[src/rtl/core/slfr_pkg.sv]
`timescale 1ns / 1ps
`default_nettype none
// ----------------------------------------------------------------------------
// slfr_pkg
// Shared types and constants for the sync/type/length frame receiver.
// ----------------------------------------------------------------------------
package slfr_pkg;

  localparam int MAX_PAYLOAD       = 64;
  localparam int TICK_BITS_DEFAULT = 16;
  localparam int CFG_DATA_W        = 16;
  localparam int CFG_IDX_W         = 2;
  localparam int LIMIT_W           = 16;

  localparam logic [LIMIT_W-1:0] WAIT_FOREVER = '1;

  // register indexes
  localparam logic [CFG_IDX_W-1:0] REG_SYNC_VALUE = 2'd0;
  localparam logic [CFG_IDX_W-1:0] REG_SYNC_WAIT  = 2'd1;
  localparam logic [CFG_IDX_W-1:0] REG_DATA_WAIT  = 2'd2;

  // input kinds
  localparam logic FUNC_BYTE = 1'b0;
  localparam logic FUNC_TICK = 1'b1;

  typedef enum logic [1:0] {
    PH_HUNT = 2'd0,
    PH_TYPE = 2'd1,
    PH_LEN  = 2'd2,
    PH_DATA = 2'd3
  } phase_t;

  typedef enum logic [1:0] {
    ST_OK        = 2'd0,
    ST_SYNC_TO   = 2'd1,
    ST_DATA_TO   = 2'd2,
    ST_TOO_LARGE = 2'd3
  } status_t;

  // frame tracking state (tick counter kept apart, its width is a parameter)
  typedef struct packed {
    phase_t     phase;
    logic [7:0] held_type;
    logic [7:0] held_length;
    logic [7:0] bytes_seen;
  } frame_state_t;

  typedef struct packed {
    status_t    status;
    logic [7:0] frame_type;
    logic [7:0] frame_length;
    logic       has_data;
    logic [7:0] data_byte;
    logic [7:0] byte_index;
    logic       last;
  } result_t;

endpackage
`default_nettype wire

[src/rtl/core/slfr_ifs.sv]
`timescale 1ns / 1ps
`default_nettype none
// ----------------------------------------------------------------------------
// slfr channel interfaces
// Valid/ready channels for input events and frame results.
// ----------------------------------------------------------------------------
interface slfr_in_if;
  logic       valid;
  logic       ready;
  logic       func;
  logic [7:0] rx_byte;

  modport source (output valid, output func, output rx_byte, input ready);
  modport sink   (input valid, input func, input rx_byte, output ready);
endinterface

interface slfr_out_if;
  logic       valid;
  logic       ready;
  logic [1:0] status;
  logic [7:0] frame_type;
  logic [7:0] frame_length;
  logic       has_data;
  logic [7:0] data_byte;
  logic [7:0] byte_index;
  logic       last;

  modport source (output valid, output status, output frame_type, output frame_length,
                  output has_data, output data_byte, output byte_index, output last,
                  input ready);
  modport sink   (input valid, input status, input frame_type, input frame_length,
                  input has_data, input data_byte, input byte_index, input last,
                  output ready);
endinterface
`default_nettype wire

[src/rtl/core/slfr_step.sv]
`timescale 1ns / 1ps
`default_nettype none
// ----------------------------------------------------------------------------
// slfr_step
// Next-state and result logic for one byte or tick event.
// ----------------------------------------------------------------------------
module slfr_step
  import slfr_pkg::*;
#(
  parameter int TICK_BITS = TICK_BITS_DEFAULT
) (
  input  frame_state_t         cur,
  input  logic [TICK_BITS-1:0] ticks,
  input  logic [7:0]           sync_value,
  input  logic [LIMIT_W-1:0]   sync_wait_limit,
  input  logic [LIMIT_W-1:0]   data_wait_limit,
  input  logic                 func,
  input  logic [7:0]           rx_byte,
  output frame_state_t         nxt,
  output logic [TICK_BITS-1:0] ticks_next,
  output logic                 res_valid,
  output result_t              res
);

  localparam int CMP_W = (TICK_BITS > LIMIT_W) ? TICK_BITS : LIMIT_W;

  logic [TICK_BITS-1:0] ticks_inc;
  logic [LIMIT_W-1:0]   limit;
  logic                 expired;
  logic [8:0]           idx_plus;
  logic                 fin;

  assign ticks_inc = (func == FUNC_TICK && ticks != '1) ? ticks + 1'b1 : ticks;
  assign limit     = (cur.phase == PH_HUNT) ? sync_wait_limit : data_wait_limit;
  assign expired   = (limit != WAIT_FOREVER) && (CMP_W'(ticks_inc) >= CMP_W'(limit));
  assign idx_plus  = {1'b0, cur.bytes_seen} + 9'd1;
  assign fin       = idx_plus >= {1'b0, cur.held_length};

  always_comb begin
    nxt              = cur;
    ticks_next       = ticks_inc;
    res_valid        = 1'b0;
    res.status       = ST_OK;
    res.frame_type   = cur.held_type;
    res.frame_length = cur.held_length;
    res.has_data     = 1'b0;
    res.data_byte    = 8'd0;
    res.byte_index   = 8'd0;
    res.last         = 1'b1;

    if (expired) begin
      // a byte arriving after expiry is dropped, same error as the tick
      res_valid   = 1'b1;
      res.status  = (cur.phase == PH_HUNT) ? ST_SYNC_TO : ST_DATA_TO;
      nxt         = '{PH_HUNT, 8'd0, 8'd0, 8'd0};
      ticks_next  = '0;
    end else if (func == FUNC_BYTE) begin
      unique case (cur.phase)
        PH_HUNT: begin
          if (rx_byte == sync_value) begin
            nxt        = '{PH_TYPE, 8'd0, 8'd0, 8'd0};
            ticks_next = '0;
          end
        end
        PH_TYPE: begin
          nxt.held_type = rx_byte;
          nxt.phase     = PH_LEN;
        end
        PH_LEN: begin
          res.frame_length = rx_byte;
          if (rx_byte > 8'(MAX_PAYLOAD)) begin
            res_valid  = 1'b1;
            res.status = ST_TOO_LARGE;
            nxt        = '{PH_HUNT, 8'd0, 8'd0, 8'd0};
            ticks_next = '0;
          end else if (rx_byte == 8'd0) begin
            res_valid  = 1'b1;
            nxt        = '{PH_HUNT, 8'd0, 8'd0, 8'd0};
            ticks_next = '0;
          end else begin
            nxt.held_length = rx_byte;
            nxt.phase       = PH_DATA;
            nxt.bytes_seen  = 8'd0;
            ticks_next      = '0;
          end
        end
        PH_DATA: begin
          res_valid      = 1'b1;
          res.has_data   = 1'b1;
          res.data_byte  = rx_byte;
          res.byte_index = cur.bytes_seen;
          res.last       = fin;
          if (fin) begin
            nxt        = '{PH_HUNT, 8'd0, 8'd0, 8'd0};
            ticks_next = '0;
          end else begin
            nxt.bytes_seen = idx_plus[7:0];
          end
        end
        default: begin
          nxt = cur;
        end
      endcase
    end
  end

endmodule
`default_nettype wire

[src/rtl/core/sync_length_frame_receiver_core.sv]
`timescale 1ns / 1ps
`default_nettype none
// ----------------------------------------------------------------------------
// sync_length_frame_receiver_core
// Hunts for a sync byte, reads type and length, passes payload bytes out,
// and reports sync/data timeouts and oversize lengths.
// ----------------------------------------------------------------------------
//  channel  dir  payload                                           handshake
//  in_ch    in   func, rx_byte                                     valid/ready
//  out_ch   out  status, frame_type, frame_length, has_data,       valid/ready
//                data_byte, byte_index, last
//  cfg      in   cfg_index, cfg_data                               cfg_we only
//
// One event per cycle; its result, if any, shows on out_ch the next cycle.
// in_ch.ready is low only while a result is held and out_ch.ready is low.
// Reset is synchronous; the block then hunts for sync.
// Tick counter is TICK_BITS wide and saturates.
// ----------------------------------------------------------------------------
module sync_length_frame_receiver_core
  import slfr_pkg::*;
#(
  parameter int TICK_BITS = TICK_BITS_DEFAULT
) (
  input  logic                  clk,
  input  logic                  rst,
  slfr_in_if.sink               in_ch,
  slfr_out_if.source            out_ch,
  input  logic                  cfg_we,
  input  logic [CFG_IDX_W-1:0]  cfg_index,
  input  logic [CFG_DATA_W-1:0] cfg_data
);

  logic [7:0]           sync_value;
  logic [LIMIT_W-1:0]   sync_wait_limit;
  logic [LIMIT_W-1:0]   data_wait_limit;

  frame_state_t         state;
  frame_state_t         state_next;
  logic [TICK_BITS-1:0] ticks;
  logic [TICK_BITS-1:0] ticks_next;

  logic                 step_valid;
  result_t              step_res;
  logic                 out_valid;
  result_t              out_res;
  logic                 accept;

  assign in_ch.ready = !out_valid || out_ch.ready;
  assign accept      = in_ch.valid && in_ch.ready;

  always_ff @(posedge clk) begin
    if (rst) begin
      sync_value      <= 8'd0;
      sync_wait_limit <= WAIT_FOREVER;
      data_wait_limit <= WAIT_FOREVER;
    end else if (cfg_we) begin
      case (cfg_index)
        REG_SYNC_VALUE: sync_value      <= cfg_data[7:0];
        REG_SYNC_WAIT:  sync_wait_limit <= cfg_data[LIMIT_W-1:0];
        REG_DATA_WAIT:  data_wait_limit <= cfg_data[LIMIT_W-1:0];
        default:        ;
      endcase
    end
  end

  slfr_step #(
    .TICK_BITS (TICK_BITS)
  ) u_step (
    .cur             (state),
    .ticks           (ticks),
    .sync_value      (sync_value),
    .sync_wait_limit (sync_wait_limit),
    .data_wait_limit (data_wait_limit),
    .func            (in_ch.func),
    .rx_byte         (in_ch.rx_byte),
    .nxt             (state_next),
    .ticks_next      (ticks_next),
    .res_valid       (step_valid),
    .res             (step_res)
  );

  always_ff @(posedge clk) begin
    if (rst) begin
      state <= '{PH_HUNT, 8'd0, 8'd0, 8'd0};
      ticks <= '0;
    end else if (accept) begin
      state <= state_next;
      ticks <= ticks_next;
    end
  end

  // result register
  always_ff @(posedge clk) begin
    if (rst) begin
      out_valid <= 1'b0;
    end else if (accept) begin
      out_valid <= step_valid;
    end else if (out_ch.ready) begin
      out_valid <= 1'b0;
    end
  end

  always_ff @(posedge clk) begin
    if (accept && step_valid) begin
      out_res <= step_res;
    end
  end

  assign out_ch.valid        = out_valid;
  assign out_ch.status       = out_res.status;
  assign out_ch.frame_type   = out_res.frame_type;
  assign out_ch.frame_length = out_res.frame_length;
  assign out_ch.has_data     = out_res.has_data;
  assign out_ch.data_byte    = out_res.data_byte;
  assign out_ch.byte_index   = out_res.byte_index;
  assign out_ch.last         = out_res.last;

`ifndef SYNTHESIS
  a_hunt_clear: assert property (@(posedge clk) disable iff (rst)
    state.phase == PH_HUNT |-> state.held_type == 8'd0 && state.held_length == 8'd0
                               && state.bytes_seen == 8'd0)
    else $error("hunt phase with stale frame state");

  a_data_bounds: assert property (@(posedge clk) disable iff (rst)
    state.phase == PH_DATA |-> state.held_length != 8'd0
                               && state.bytes_seen < state.held_length)
    else $error("payload index out of range");

  a_result_shown: assert property (@(posedge clk) disable iff (rst)
    accept && step_valid |=> out_valid)
    else $error("result lost");

  a_state_hold: assert property (@(posedge clk) disable iff (rst)
    !accept && !cfg_we |=> $stable(state) && $stable(ticks))
    else $error("state moved without a beat");
`endif

endmodule
`default_nettype wire

[src/flat_wrapper.sv]
// flat-port wrapper written by rule: the top's interface ports become plain ports
module sync_length_frame_receiver_core_flat import slfr_pkg::*;
#(
  parameter int TICK_BITS = TICK_BITS_DEFAULT
)
  (clk, rst, cfg_we, cfg_index, cfg_data, in_ch_valid, in_ch_func, in_ch_rx_byte, in_ch_ready, out_ch_valid, out_ch_status, out_ch_frame_type, out_ch_frame_length, out_ch_has_data, out_ch_data_byte, out_ch_byte_index, out_ch_last, out_ch_ready);
  slfr_in_if in_ch_i ();
  slfr_out_if out_ch_i ();
  input  logic clk;
  input  logic rst;
  input  logic cfg_we;
  input  logic [CFG_IDX_W-1:0] cfg_index;
  input  logic [CFG_DATA_W-1:0] cfg_data;
  input wire logic [$bits(in_ch_i.valid)-1:0] in_ch_valid;
  input wire logic [$bits(in_ch_i.func)-1:0] in_ch_func;
  input wire logic [$bits(in_ch_i.rx_byte)-1:0] in_ch_rx_byte;
  output wire logic [$bits(in_ch_i.ready)-1:0] in_ch_ready;
  output wire logic [$bits(out_ch_i.valid)-1:0] out_ch_valid;
  output wire logic [$bits(out_ch_i.status)-1:0] out_ch_status;
  output wire logic [$bits(out_ch_i.frame_type)-1:0] out_ch_frame_type;
  output wire logic [$bits(out_ch_i.frame_length)-1:0] out_ch_frame_length;
  output wire logic [$bits(out_ch_i.has_data)-1:0] out_ch_has_data;
  output wire logic [$bits(out_ch_i.data_byte)-1:0] out_ch_data_byte;
  output wire logic [$bits(out_ch_i.byte_index)-1:0] out_ch_byte_index;
  output wire logic [$bits(out_ch_i.last)-1:0] out_ch_last;
  input wire logic [$bits(out_ch_i.ready)-1:0] out_ch_ready;
  assign in_ch_i.valid = in_ch_valid;
  assign in_ch_i.func = in_ch_func;
  assign in_ch_i.rx_byte = in_ch_rx_byte;
  assign in_ch_ready = in_ch_i.ready;
  assign out_ch_valid = out_ch_i.valid;
  assign out_ch_status = out_ch_i.status;
  assign out_ch_frame_type = out_ch_i.frame_type;
  assign out_ch_frame_length = out_ch_i.frame_length;
  assign out_ch_has_data = out_ch_i.has_data;
  assign out_ch_data_byte = out_ch_i.data_byte;
  assign out_ch_byte_index = out_ch_i.byte_index;
  assign out_ch_last = out_ch_i.last;
  assign out_ch_i.ready = out_ch_ready;
  sync_length_frame_receiver_core #(.TICK_BITS(TICK_BITS)) u_core (.clk(clk), .rst(rst), .in_ch(in_ch_i), .out_ch(out_ch_i), .cfg_we(cfg_we), .cfg_index(cfg_index), .cfg_data(cfg_data));
endmodule
[config.mk]
export PLATFORM = sky130hd
export DESIGN_NAME = sync_length_frame_receiver_core_flat
export DESIGN_NICKNAME = d
export VERILOG_FILES = /design/src/rtl/core/slfr_pkg.sv /design/src/rtl/core/slfr_ifs.sv /design/src/rtl/core/slfr_step.sv /design/src/rtl/core/sync_length_frame_receiver_core.sv /design/src/flat_wrapper.sv
export SDC_FILE = /design/constraint.sdc
export NUM_CORES = 1
export LEC_CHECK = 0
export BUFFER_PORTS_ARGS = -buffer_cell sky130_fd_sc_hd__buf_2
export CORE_MARGIN = 3
export CORE_UTILIZATION = 35
export DETAILED_ROUTE_END_ITERATION = 10
export PLACE_DENSITY = 0.49
export SLEW_MARGIN = 20
export SYNTH_ARGS = -nofsm -noshare
export SYNTH_HDL_FRONTEND = slang
export SYNTH_SLANG_ARGS = --single-unit
[constraint.sdc]
create_clock -name clk -period 6.05 [get_ports clk]
set_clock_uncertainty 0.15 [all_clocks]
set_input_delay 1.21 -clock clk [delete_from_list [all_inputs] [get_ports clk]]
set_output_delay 1.21 -clock clk [all_outputs]
set_load 0.01 [all_outputs]
# Yosys cells after proc, flatten, opt, wreduce, memory -nomap -nowiden
# Cells that the tools add are included.
[word_totals] output_inout_bits=38 regBits=119 input_bits=32
[op_classes] bitwise=1 magnitude_cmp=3 add_sub_neg=2 reduce_logical=20 muxes=34 eq_ne=12
[ops] cell="$mux 26" count=6
[ops] cell="$mux 16" count=7
[ops] cell="$pmux 16 s3" count=2
[ops] cell="$pmux 10 s4" count=1
[ops] cell="$mux 18" count=2
[ops] cell="$ne 16x16->1 const B" count=2
[ops] cell="$mux 8" count=3
[ops] cell="$add 16x1->16 const B" count=1
[ops] cell="$ge 16x16->1" count=1
[ops] cell="$mux 2" count=6
[ops] cell="$reduce_and 5->1" count=2
[ops] cell="$add 8x1->9 const B" count=1
[ops] cell="$ge 9x8->1" count=1
[ops] cell="$eq 8x8->1" count=1
[ops] cell="$gt 8x7->1 const B" count=1
[ops] cell="$logic_not 8->1" count=1
[ops] cell="$reduce_and 4->1" count=2
[ops] cell="$eq 2x2->1 const B" count=3
[ops] cell="$mux 1" count=6
[ops] cell="$reduce_and 2->1" count=3
[ops] cell="$eq 2x1->1 const B" count=2
[ops] cell="$logic_and 1x1->1" count=4
[ops] cell="$logic_not 2->1" count=2
[ops] cell="$ne 4x4->1 const B" count=1
[ops] cell="11 further kinds" count=11

# Longest topological paths before layout
[depth] word_depth=7 depth_mapped=16

# Cells and area by module
# A second synthesis with hierarchy kept.
[hier_totals] hier_cells=745 hier_area_um2=6880.3
[modules_own_cells] module="sync_length_frame_receiver_core" area_per_inst_um2=4520.6 instances=1 cells_each=396
[modules_own_cells] module="slfr_step" area_per_inst_um2=2359.8 instances=1 cells_each=349

# Worst setup path after synthesis
# OpenSTA, ideal clock, no wires.
[synth_timing] path_type="input to register" start="input in_ch_func" end="register u_core.out_res, in the netlist u_core.out_ch.byte_index[0] (enable)" t_arrival_ps=4393 setup_time_ps=391 slack_ps=1117 required_ps=5509 stages=14 path_cell_list="buf_2 -> nand3_1 -> a311oi_2 -> nand2_1 -> xnor2_1 -> ha_1 -> nand4_1 -> or4_1 -> o22ai_1 -> o211a_1 -> buf_6 -> buf_4 -> o21ai_0 -> inv_1"
[synth_via] elab_chain_cells=6 word_cells_on_any_way=7 cone_classes="order compare (1); mux (3); reduce/logical (3)"
[synth_rtl] item="start, declared" line="flat_wrapper.sv:15" rtl="input wire logic [$bits(in_ch_i.func)-1:0] in_ch_func;"
[synth_rtl] item="$logic_and 1x1->1" line="slfr_step.sv:33" rtl="assign ticks_inc = (func == FUNC_TICK && ticks != '1) ? ticks + 1'b1 : ticks;"
[synth_rtl] item="$mux 16" line="slfr_step.sv:33"
[synth_rtl] item="$ge 16x16->1" line="slfr_step.sv:35" rtl="assign expired = (limit != WAIT_FOREVER) && (CMP_W'(ticks_inc) >= CMP_W'(limit));"
[synth_rtl] item="$logic_and 1x1->1" line="slfr_step.sv:35"
[synth_rtl] item="$mux 1 (*)" line="slfr_step.sv:51" rtl="if (expired) begin"
[synth_rtl] item="$logic_and 1x1->1 (*)" line="sync_length_frame_receiver_core.sv:104" rtl="if (accept && step_valid) begin"
[synth_rtl] item="end signal, assigned" line="sync_length_frame_receiver_core.sv:105" rtl="out_res <= step_res;"
[synth_rtl] item="end, declared" line="sync_length_frame_receiver_core.sv:45" rtl="result_t out_res;"
# Mark *: on every way between the ends. The rest lies on a longest branch, timed or not.
# A chain may end at the register's enable or synchronous reset.

# Final worst setup path
[layout_timing] start="input in_ch_func" end="register u_core.state[9] in the netlist's numbering"
[layout_via] elab_chain_cells=6 word_cells_on_any_way=10 cone_classes="order compare (1); eq/ne (3); mux (2); reduce/logical (4)"
[layout_rtl] item="$logic_and 1x1->1" line="slfr_step.sv:33"
[layout_rtl] item="$mux 16" line="slfr_step.sv:33"
[layout_rtl] item="$ge 16x16->1" line="slfr_step.sv:35"
[layout_rtl] item="$logic_and 1x1->1" line="slfr_step.sv:35"
[layout_rtl] item="$ne 3x2->1 (no line), or another cell as far along"
[layout_rtl] item="$reduce_and 5->1 (no line)"
[layout_rtl] item="end signal, assigned" line="sync_length_frame_receiver_core.sv:84" rtl="state <= '{PH_HUNT, 8'd0, 8'd0, 8'd0};"
[layout_rtl] item="end signal, assigned" line="sync_length_frame_receiver_core.sv:87" rtl="state <= state_next;"
[layout_rtl] item="end, declared" line="sync_length_frame_receiver_core.sv:37" rtl="frame_state_t state;"
# Several ways; a longest one is shown, not always the timed one.

==> summary.md <==
| Metric | Value |
|---|---|
| Setup violators final | 0 |
| Reg2Reg Depth | 14 |
| Worst Hold End | u_core.out_ch.frame_type[1]$_DFFE_PP_ |
| # nets final | about 760 |
| CP max-delay cell | a311oi_2 |
| Row count | between 40 and 50 |
| Core area | approximately 17,000 um2 |
| Min cycle time layout | about 4.8 ns |
| Fraction of layout cells with a size suffix above 1 | a little under a fifth |
| CTS Buf Count | 17 |
| Worst slew pin tran | 0.926 ns |
| Synth warn | 0 |
| Maximum clock path buffer count | 2 |
| Final hold vios | 0 |
| Crit path from | in_ch_func |
| RSZ-0062 raised after global routing | no |
| Pre-Repair DR Iteration Count | 4 |
| Via count | between 4,000 and 5,000 |
| CTS tree | done |
| H-tree levels | 4 |
| First-pass GRT wire length | roughly 25 mm |
| Ports | 70 |
| Final cell count without fillers | roughly 930 |
| Post-synthesis net count | between 600 and 700 |
| Most frequent cells in the layout | 110 x nand2_1, 83 x dfxtp_1, 69 x buf_2 |
| Worst-path cell chain | buf_2 > nand3_1 > a311oi_2 > nand2_1 > xnor2_1 > ha_1 > nand4_1 > or4_1 > o22ai_1 > o211a_1 > buf_4 > a21o_1 > a211oi_1 > a31o_2 |
| Post-route DRC | 0 |
| CP endpoint kind | flop |
| Wire length per cell | ~17 um |
| N_diodes | 0 |
| Placed insts | 900 |
| Status | finished clean |
| Final period utilization | around four fifths |
| Layout area overhead | 18.0% |
| Fin. max-slew vios | 0 |
| Largest net degree at the start of global routing | 77 |
| Initial antenna violation count | 0 |
| R2r startpoint | u_core.ticks[0]$_SDFFE_PP0P_ |
| Die width | between 100 and 150 um |
| Clock Tree Root | clkbuf_16 |
| Routed Antenna Nets | 0 |
| Slew headroom | a little under two fifths |
| Worst EP arrival | 4.93 ns |
| Max-Cap Viols | 0 |
| Post-DP HPWL | 11.0 mm |
| Vias in the first global route | 4,873 |
| Post-CTS setup buffer count | 0 |
| GP Congestion | 0.839 |
| Clock Pin Slew Worst Setup and Hold Paths | about 0.060 ns |
| Sink Count | roughly 120 |
| CP Launch Type | input port |
| Number of synthesized flops with an enable pin | 36 |
| WP buf/inv | 2 |
| Reg-to-Reg End | u_core.state[9]$_SDFFE_PP0P_ |
| Kind of cell adding the most delay to the critical path | compound AO/OA/AOI/OAI gates |
| Syn Inst Count | approximately 640 |
| Global route overflow | 0 |
| Crit Path Category | input port to flop |
| Post-Synthesis Cell Area | between 6000 and 7000 um2 |
| Die ar. | 19,000 um2 |
| Leak | 0.00294 uW |
| Vias/cell | 5.21 |
| FF+latch count, synth | approximately 120 |
| Initial Util | between 30 and 40% |
| Total negative setup slack | 0 ns |
| Max VDD drop | between 200 and 250 uV |
| Netlist cell types | 65 |
| Max Fclk | approximately 210 MHz |
| Power Density | 268 nW/um2 |
| Clock Latency Late Sink | roughly 0.42 ns |
| Average size of a mapped cell | between 9 and 10 um2 |
| Detailed-route wire length | about 15 mm |
| # hold bufs at CTS | 0 |
| Ys flop type | dfxtp_1 |
| Min-Delay Path Class | flop to flop |
| Iter 0 DRT Violations | 328 |
| Worst path max stage delay | 0.56 ns |
| Global Route Usage Sum | 17.0% |
| Post-CTS Resized | 0 |
| FFs w/ async S/R, synth | 0% |
| Critical Path Fanout Max | 12 |
| Hold Startpoint | u_core.state[17]$_SDFFE_PP0P_ |
| Hold path depth | 0 |
| Most common cell after layout, fill and taps aside | nand2_1 |
| Register-to-register setup slack | approximately 1.5 ns |
| Seq/Total Area, Yosys | between 40 and 50% |
| Data required time of the worst path | roughly 6.2 ns |
| # port buffers | ~70 |
| Die Height | about 140 um |
[metrics by stage]
| step | hold WS [ns] | total power (uW) | area (um2) | setup WS (ns) | utilization (%) |
|---|---|---|---|---|---|
| 2_1_floorplan | 0.259 | 925 | 6070 | 1.12 | - |
| 3_3_place_gp | 0.265 | 965 | 6590 | 1.02 | 39.3 |
| 3_5_place_dp | 0.270 | 967 | 6600 | 0.901 | 39.4 |
| 4_1_cts | 0.289 | 1930 | 7160 | 1.33 | 42.7 |
| 5_1_grt | 0.298 | 1990 | 7160 | 1.06 | 42.7 |
| 6_report | 0.286 | 1920 | 7160 | 1.28 | 42.7 |
[cells by family (layout without fill, tap and decap cells)]
family	after synthesis	count (layout)	share of synthesized area (%)
simple gates	290	290	25.3
flops	119	119	45.2
compound gates	89	89	10.2
buf+inv	44	119	3.18
mux	36	36	6.00
xor+xnor	33	33	4.76
fa+ha+maj	26	26	5.36
[flip-flops by register name (all words and copies together) (netlist names)]
name	flops
u_core.sync_value	8
u_core.state	26
u_core.sync_wait_limit	16
u_core.out_ch.status	2
u_core.out_ch.valid	1
u_core.ticks	16
u_core.out_ch.last	1
u_core.out_ch.frame_length	8
u_core.data_wait_limit	16
u_core.out_ch.data_byte	8
u_core.out_ch.byte_index	8
u_core.out_ch.has_data	1
u_core.out_ch.frame_type	8
[power by group]
group | internal, uW | total (uW) | switching [uW]
sequential | 831 | 844 | 12.6
combinational | 43.1 | 106 | 62.9
clock | 603 | 969 | 367
[synth_stat cells, drive strengths merged (11+ instances only)]
master,count,share of area [%]
a21oi,16,1.4
and2,18,1.9
buf,12,1.2
clkbuf,21,1.3
dfxtp,83,27
edfxtp,36,18
ha,26,5.4
inv,11,0.68
mux2i,33,5.4
nand2,110,6.8
nand2b,13,1.5
nand3,18,1.5
nand3b,33,4.1
nand4,16,1.6
nor2,34,2.2
o21ai,28,2.4
xnor2,15,2.2
xor2,18,2.6
[how the worst max path moves through the flow]
| stage | slack, ns | cells after the start | endpoint |
|---|---|---|---|
| 5_1_grt | 1.06 | 14 | u_core.state[10]$_SDFFE_PP0P_ |
| 6_report | 1.28 | 14 | u_core.state[9]$_SDFFE_PP0P_ |
| 3_5_place_dp | 0.90 | 14 | u_core.state[10]$_SDFFE_PP0P_ |
| 4_1_cts | 1.33 | 13 | u_core.out_ch.frame_type[6]$_DFFE_PP_ |
| 2_1_floorplan | 1.12 | 14 | u_core.out_ch.byte_index[0]$_SDFFCE_PP0P_ |
| 3_3_place_gp | 1.02 | 13 | u_core.out_ch.frame_type[5]$_DFFE_PP_ |
[final cells by class]
class	count	area [um2]
inverter	11	41.3
timing repair buffer	76	398
clock buffer	19	433
multi-input combinational	474	3140
clock inverter	13	131
fill	1654	9600
tap	220	275
sequential	119	2740
[metal layers]
layer / vias up / GRT usage (%) / routed length (um)
li1: 2398 / - / -
met1: 2337 / 21.9 / 7130
met2: 106 / 28.3 / 7310
met3: 17 / 3.80 / 726
met4: 0 / 5.65 / 225
met5: - / 0 / 0
(Power assumes the default switching activity.)
